## src/rtl/des_pkg.sv

```systemverilog
package des_pkg;

  localparam int unsigned Rounds = 16;
  localparam int unsigned BlockW = 64;
  localparam int unsigned KeyW   = 64;
  localparam int unsigned SubkW  = 48;
  localparam int unsigned HalfW  = 28;

  typedef logic [SubkW-1:0] subkey_t;

  // 1-based tables, entry 1 is the MSB of the source word
  localparam byte unsigned TblIp [64] = '{
    58,50,42,34,26,18,10,2, 60,52,44,36,28,20,12,4,
    62,54,46,38,30,22,14,6, 64,56,48,40,32,24,16,8,
    57,49,41,33,25,17,9,1,  59,51,43,35,27,19,11,3,
    61,53,45,37,29,21,13,5, 63,55,47,39,31,23,15,7};

  localparam byte unsigned TblFp [64] = '{
    40,8,48,16,56,24,64,32, 39,7,47,15,55,23,63,31,
    38,6,46,14,54,22,62,30, 37,5,45,13,53,21,61,29,
    36,4,44,12,52,20,60,28, 35,3,43,11,51,19,59,27,
    34,2,42,10,50,18,58,26, 33,1,41,9,49,17,57,25};

  localparam byte unsigned TblE [48] = '{
    32,1,2,3,4,5, 4,5,6,7,8,9, 8,9,10,11,12,13, 12,13,14,15,16,17,
    16,17,18,19,20,21, 20,21,22,23,24,25, 24,25,26,27,28,29, 28,29,30,31,32,1};

  localparam byte unsigned TblP [32] = '{
    16,7,20,21,29,12,28,17, 1,15,23,26,5,18,31,10,
    2,8,24,14,32,27,3,9,    19,13,30,6,22,11,4,25};

  localparam byte unsigned TblPc1 [56] = '{
    57,49,41,33,25,17,9, 1,58,50,42,34,26,18,
    10,2,59,51,43,35,27, 19,11,3,60,52,44,36,
    63,55,47,39,31,23,15, 7,62,54,46,38,30,22,
    14,6,61,53,45,37,29, 21,13,5,28,20,12,4};

  localparam byte unsigned TblPc2 [48] = '{
    14,17,11,24,1,5, 3,28,15,6,21,10, 23,19,12,4,26,8, 16,7,27,20,13,2,
    41,52,31,37,47,55, 30,40,51,45,33,48, 44,49,39,56,34,53, 46,42,50,36,29,32};

  localparam byte unsigned TblShift [16] = '{1,1,2,2,2,2,2,2,1,2,2,2,2,2,2,1};

  localparam byte unsigned TblS [8][64] = '{
    '{14,4,13,1,2,15,11,8,3,10,6,12,5,9,0,7, 0,15,7,4,14,2,13,1,10,6,12,11,9,5,3,8,
      4,1,14,8,13,6,2,11,15,12,9,7,3,10,5,0, 15,12,8,2,4,9,1,7,5,11,3,14,10,0,6,13},
    '{15,1,8,14,6,11,3,4,9,7,2,13,12,0,5,10, 3,13,4,7,15,2,8,14,12,0,1,10,6,9,11,5,
      0,14,7,11,10,4,13,1,5,8,12,6,9,3,2,15, 13,8,10,1,3,15,4,2,11,6,7,12,0,5,14,9},
    '{10,0,9,14,6,3,15,5,1,13,12,7,11,4,2,8, 13,7,0,9,3,4,6,10,2,8,5,14,12,11,15,1,
      13,6,4,9,8,15,3,0,11,1,2,12,5,10,14,7, 1,10,13,0,6,9,8,7,4,15,14,3,11,5,2,12},
    '{7,13,14,3,0,6,9,10,1,2,8,5,11,12,4,15, 13,8,11,5,6,15,0,3,4,7,2,12,1,10,14,9,
      10,6,9,0,12,11,7,13,15,1,3,14,5,2,8,4, 3,15,0,6,10,1,13,8,9,4,5,11,12,7,2,14},
    '{2,12,4,1,7,10,11,6,8,5,3,15,13,0,14,9, 14,11,2,12,4,7,13,1,5,0,15,10,3,9,8,6,
      4,2,1,11,10,13,7,8,15,9,12,5,6,3,0,14, 11,8,12,7,1,14,2,13,6,15,0,9,10,4,5,3},
    '{12,1,10,15,9,2,6,8,0,13,3,4,14,7,5,11, 10,15,4,2,7,12,9,5,6,1,13,14,0,11,3,8,
      9,14,15,5,2,8,12,3,7,0,4,10,1,13,11,6, 4,3,2,12,9,5,15,10,11,14,1,7,6,0,8,13},
    '{4,11,2,14,15,0,8,13,3,12,9,7,5,10,6,1, 13,0,11,7,4,9,1,10,14,3,5,12,2,15,8,6,
      1,4,11,13,12,3,7,14,10,15,6,8,0,5,9,2, 6,11,13,8,1,4,10,7,9,5,0,15,14,2,3,12},
    '{13,2,8,4,6,15,11,1,10,9,3,14,5,0,12,7, 1,15,13,8,10,3,7,4,12,5,6,11,0,14,9,2,
      7,11,4,1,9,12,14,2,0,6,10,13,15,3,5,8, 2,1,14,7,4,10,8,13,15,12,9,0,3,5,6,11}};

  function automatic logic [63:0] ip(input logic [63:0] v);
    logic [63:0] r;
    for (int i = 0; i < 64; i++) r[63-i] = v[64-int'(TblIp[i])];
    return r;
  endfunction

  function automatic logic [63:0] fp(input logic [63:0] v);
    logic [63:0] r;
    for (int i = 0; i < 64; i++) r[63-i] = v[64-int'(TblFp[i])];
    return r;
  endfunction

  function automatic logic [55:0] pc1(input logic [63:0] v);
    logic [55:0] r;
    for (int i = 0; i < 56; i++) r[55-i] = v[64-int'(TblPc1[i])];
    return r;
  endfunction

  function automatic subkey_t pc2(input logic [55:0] v);
    subkey_t r;
    for (int i = 0; i < 48; i++) r[47-i] = v[56-int'(TblPc2[i])];
    return r;
  endfunction

  function automatic logic [31:0] feistel(input logic [31:0] rh, input subkey_t k);
    logic [47:0] x;
    logic [31:0] s;
    logic [31:0] p;
    logic [5:0]  six;
    for (int i = 0; i < 48; i++) x[47-i] = rh[32-int'(TblE[i])];
    x = x ^ k;
    for (int i = 0; i < 8; i++) begin
      six = x[(7-i)*6 +: 6];
      s[(7-i)*4 +: 4] = TblS[i][{six[5], six[0], six[4:1]}][3:0];
    end
    for (int i = 0; i < 32; i++) p[31-i] = s[32-int'(TblP[i])];
    return p;
  endfunction

endpackage

```

## src/rtl/des_round.sv

```systemverilog
// One Feistel round with its pipeline register.
module des_round (
  input  logic                clk_i,
  input  logic                rst_ni,
  input  logic                vld_i,
  input  logic                op_i,
  input  logic [63:0]         lr_i,
  input  des_pkg::subkey_t    key_i,
  output logic                vld_o,
  output logic                op_o,
  output logic [63:0]         lr_o
);

  logic [63:0] lr_d, lr_q;
  logic        op_q, vld_q;

  assign lr_d = {lr_i[31:0], lr_i[63:32] ^ des_pkg::feistel(lr_i[31:0], key_i)};

  always_ff @(posedge clk_i or negedge rst_ni) begin
    if (!rst_ni) begin
      vld_q <= 1'b0;
    end else begin
      vld_q <= vld_i;
    end
  end

  always_ff @(posedge clk_i) begin
    lr_q <= lr_d;
    op_q <= op_i;
  end

  assign vld_o = vld_q;
  assign op_o  = op_q;
  assign lr_o  = lr_q;

endmodule

```

## config.mk

```make
export PLATFORM = sky130hd
export DESIGN_NAME = des_round
export DESIGN_NICKNAME = d
export VERILOG_FILES = /design/src/rtl/des_pkg.sv /design/src/rtl/des_round.sv
export SDC_FILE = /design/constraint.sdc
export NUM_CORES = 1
export LEC_CHECK = 0
export BUFFER_PORTS_ARGS = -buffer_cell sky130_fd_sc_hd__buf_2
export CORE_ASPECT_RATIO = 1.5
export CORE_MARGIN = 4
export CORE_UTILIZATION = 54
export DETAILED_ROUTE_END_ITERATION = 8
export HOLD_SLACK_MARGIN = 0.15
export PLACE_DENSITY = 0.82
export SLEW_MARGIN = 20
export SYNTH_ARGS = -nofsm -noshare
export SYNTH_HDL_FRONTEND = slang
export SYNTH_SLANG_ARGS = --single-unit
```

## constraint.sdc

```tcl
create_clock -name clk_i -period 0.8 [get_ports clk_i]
set_input_delay 0.16 -clock clk_i [delete_from_list [all_inputs] [get_ports clk_i]]
set_output_delay 0.16 -clock clk_i [all_outputs]
set_load 0.05 [all_outputs]
```

==> flow_summary_export.csv, run 1 <==
group,metric,value,unit
synthesis,netlist_area,0.00670,mm2
clock_tree,postCtsSetupBuffers,28,
floorplanning,dieWidth,99.0,um
synthesis,synth_flop_cell,"dfxtp_1",
synthesis,synthCells,778,
outcome,status,"stopped before the end",
clock_tree,cts_made_buffers,9,
place,dpl.hpwl,18800,um
outcome,haltStage,"clock tree synthesis (4_1_cts)",
floorplanning,ios,182,
synthesis,synth_compound_area_share,20.7,%
synthesis,yosysWarnings,0,
synthesis,synth.ff_latch_count,66,
synthesis,synthXorXnorAreaFrac,17.8,%
synthesis,avgSynthCellArea,8.61,um2
clock_tree,ctsRootBufferMaster,"clkbuf_16",
synthesis,post_synth_mux_area_share,14.6,%
place,place.gp.congestion,0.973,
place,place_ws,-1.27,ns
synthesis,synth_top_family_by_area,"compound AO/OA/AOI/OAI gates",
floorplanning,start_util,55.5,%
synthesis,synth_simple_gate_area_share,11.2,%
place,dp_cells,1328,
synthesis,synthAdderAreaFrac,11.6,%
place,portBuffers,181,
floorplanning,num_rows,49,
synthesis,synth_edf_count,0,
clock_tree,cts.path.max_buffers,2,
synthesis,synthesis.nets,956,
synthesis,synth.distinct_cells,56,
outcome,stop_error,"[ERROR DPL-0038] Utilization greater than 100%, impossible to legalize",
clock_tree,clock-sinks,66,
synthesis,ys_async_sr_fraction,1.52,%
clock_tree,cts_hold_buf,67,
floorplanning,die_y,144,um
synthesis,seq_area_frac_synth,19.8,%
clock_tree,cts_resized,412,
clock_tree,htree_levels,3,
[cells in the mapped netlist, types with 2 or more instances]
master	count	share of area, %
nand2_1	75	4.2
xnor2_1	72	9.4
dfxtp_1	65	19
ha_1	62	12
xor2_1	51	6.7
nor2_1	48	2.7
a21oi_1	43	3.2
inv_1	37	2.1
mux2i_1	36	5.4
o21ai_0	35	2.6
clkbuf_1	25	1.4
mux4_2	24	8.1
a211oi_1	22	2.5
nor3_1	22	1.6
o211ai_1	21	2.4
nand3_1	18	1.3
a31oi_1	15	1.4
buf_2	11	0.82
a311oi_1	7	0.92
o2111ai_1	7	0.92
o22ai_1	7	0.65
a221oi_1	6	0.78
o221ai_1	6	0.78
xor2_2	6	1.5
o32ai_1	5	0.65
a2111oi_0	4	0.52
nand2b_1	4	0.37
o31ai_1	4	0.45
o311ai_0	3	0.39
or3_1	3	0.28
a2111o_1	2	0.34
a21o_1	2	0.22
a22o_1	2	0.26
mux2_2	2	0.34
mux4_1	2	0.78
nor4_1	2	0.19
o21bai_1	2	0.22
o32a_1	2	0.30
[logic make-up after synthesis]
group	count (synthesis)
adders and majority gates	62
DFF	66
muxes	64
xor gates and xnor gates	130
AOI/OAI and AO/OA	204
buffers and inverters	75
and+or+nand+nor	177
[stage by stage]
stage / setup TNS [ns] / hold WS (ns) / utilization (%) / cell area, um2
3_3_place_gp: -34.86 / -0.0653 / 84.8 / 10200
3_5_place_dp: -36.68 / -0.0641 / 84.8 / 10200
2_1_floorplan: -29.22 / -0.136 / - / 7450
==> run 2: changes to the inputs <==
Settings changed: CORE_ASPECT_RATIO 1.5 to unset, CORE_UTILIZATION 54 to 40, HOLD_SLACK_MARGIN 0.15 to unset, PLACE_DENSITY 0.82 to unset, PLACE_DENSITY_LB_ADDON set to 0.15.
==> flow_summary_export.csv, run 2 <==
group,metric,value,unit
timing,finalHoldViolations,1,
grt,grt_max_degree,17,
final_layout,postLayoutCoreUtil,80.7,%
synthesis,synthTopCellsByArea,"dfxtp_1 19%, ha_1 12%, xnor2_1 9.4%",
timing,finalSetupViolations,98,
final_layout,multi_input_area,0.00645,mm2
critical_path,arrival,1.89,ns
power,ir_drop,1.35,mV
timing,clock.fmax,602,MHz
final_layout,layout_common_cells,"252 x buf_4, 83 x buf_2, 82 x buf_8",
detailed_routing,routed_via_density,5.36,
final_layout,final_nets,1450,
synthesis,yosysMostFrequentCell,"nand2_1",
synthesis,synth_flop_cell,"dfxtp_1",
floorplanning,dieArea,0.0189,mm2
detailed_routing,post-route-drc-count,0,
timing,slew_violations,0,
min_path,min_path_type,"in2reg",
place,place.gp.congestion,0.880,
timing,setup_ws,-0.861,ns
detailed_routing,vias,8025,
clock_tree,clock-sinks,66,
critical_path,path_class,"in2reg",
synthesis,seq_area_frac_synth,19.8,%
grt,track_usage,25.2,%
final_layout,drive_gt1_share,60.6,%
synthesis,synthCells,778,
floorplanning,start_util,40.5,%
floorplanning,core-area,0.0165,mm2
timing,worst_slew_pin_slew,0.466,ns
detailed_routing,wl_per_cell,17.1,um
place,post_dp_cell_area,0.0104,mm2
clock_tree,cts_tree,"yes",
synthesis,synth.distinct_cells,56,
synthesis,netlist_area,0.00670,mm2
detailed_routing,drtPass1Iterations,7,
final_layout,final_cells,1498,
critical_path,start_kind,"input pin",
grt,grt_pass1_wl,38400,um
final_layout,ff_latch_area,0.00141,mm2
timing,rsz0062_at_grt,"true",
synthesis,synth_top_area_share,19.4,%
place,dp_cells,1405,
power,p_per_area,1860,mW/mm2
critical_path,required,1.03,ns
critical_path,path_max_fanout,5,
outcome,failed_checks,"negative hold slack, negative setup slack",
final_layout,largest_reg_flops,64,
grt,antenna_found_initial,0,
clock_tree,clk_pin_slew,0.06,ns
detailed_routing,wl,25600,um
critical_path,crit_path_end_kind,"flip-flop",
floorplanning,die_y,137,um
clock_tree,ctsRootBufferMaster,"clkbuf_16",
detailed_routing,ant_nets,0,
final_layout,post-route-cell-area,0.0133,mm2
final_layout,final_common_cell,"buf_4",
clock_tree,cts_made_buffers,9,
synthesis,yosysWarnings,0,
timing,holdWs,-0.00331,ns
final_layout,synthToLayoutAreaGrowth,99.1,%
grt,grt_remaining_overflow,0,
clock_tree,cts.path.max_buffers,2,
floorplanning,ios,182,
flow_run,maxCapViolations,0,
synthesis,avgSynthCellArea,8.61,um2
place,dpl.hpwl,16700,um
place,portBuffers,181,
timing,period_needed,1.66,ns
synthesis,ys_async_sr_fraction,1.52,%
outcome,status,"complete, but fails checks",
grt,grt_pass1_vias,7980,
timing,finalCritPeriodShare,208,%
timing,relSlewSlack,68.6,%
clock_tree,htree_levels,3,
synthesis,synthesis.nets,956,
floorplanning,num_rows,47,
power,p_leak,5.71,nW
detailed_routing,first_iter_violations,347,
synthesis,synth_top_area_cell,"dfxtp_1",
floorplanning,dieWidth,137,um
synthesis,synth_common_cells,"75 x nand2_1, 72 x xnor2_1, 65 x dfxtp_1",
synthesis,synth.ff_latch_count,66,
synthesis,synth_edf_count,0,
final_layout,num-fill-cells,979,
==> run 2: cell counts after synthesis <==
No cell type changed its count.
==> run 2: what timing repair did <==
| item | CTS | global route |
|---|---|---|
| pin swaps | 100 | 86 |
| setup buffers | 30 | 15 |
| hold buffers | 38 | 0 |
| hold endpoints to repair | 38 | 0 |
| gates resized for setup | 400 | 154 |
| endpoints found under the setup margin | 98 | 98 |
==> run 2: per-layer routing <==
layer / up-vias / track usage [%] / routed length [um]
met5: - / 0 / 0
met4: 0 / 8.20 / 582
met3: 58 / 3.94 / 1610
met2: 313 / 47.2 / 13800
met1: 3824 / 29.0 / 9540
li1: 3830 / - / -
==> run 2: power by group <==
| part | internal (mW) | switching, mW |
|---|---|---|
| sequential | 4.10 | 0.476 |
| combinational | 7.75 | 7.99 |
| clock | 2.81 | 1.65 |
==> run 2: metrics by stage <==
stage                     hold WS [ns]  setup TNS, ns  setup slack (ns)  total power [mW]
after global routing           0.00352         -38.59            -0.916              25.9
after CTS                      0.00349         -35.01            -0.840              23.5
after floorplan                 -0.136         -29.22             -1.08              12.1
after detailed placement       -0.0633         -36.58             -1.32              16.4
after global placement         -0.0641         -35.71             -1.25              16.3
final                         -0.00331         -35.68            -0.861              24.8
==> run 2: logic make-up after synthesis <==
family          after synthesis  synth area share [%]
compound gates              204                  20.7
simple gates                177                  11.2
xor+xnor                    130                  17.8
buf+inv                      75                  4.41
flops                        66                  19.8
mux                          64                  14.6
fa+ha+maj                    62                  11.6
==> run 2: layout make-up <==
class,count,share of cell area [%]
antenna,1,0.0188
clock buffer,11,1.82
clock inverter,5,0.582
inverter,39,1.51
multi-input combinational,637,48.4
sequential,66,10.5
tap,220,2.06
timing repair buffer,519,35.1
==> run 2: final timing paths <==
path,slack [ns],start,endpoint,cells past startpoint
max,-0.86,key_i[25],lr_o[6],7
min,-0.003,lr_i[56],lr_o[24],2
max in group asynchronous,0.57,rst_ni,vld_o,2
min in group asynchronous,0.14,rst_ni,vld_o,2
==> run 2: worst max-delay path: stages <==
cell and delay [ns]:
buf_4 0.13, xor2_4 0.24, inv_4 0.10, ha_4 0.17, mux4_2 0.46, mux4_2 0.49
xnor2_1 0.14
No activity file was read; power rests on OpenSTA's default activity.
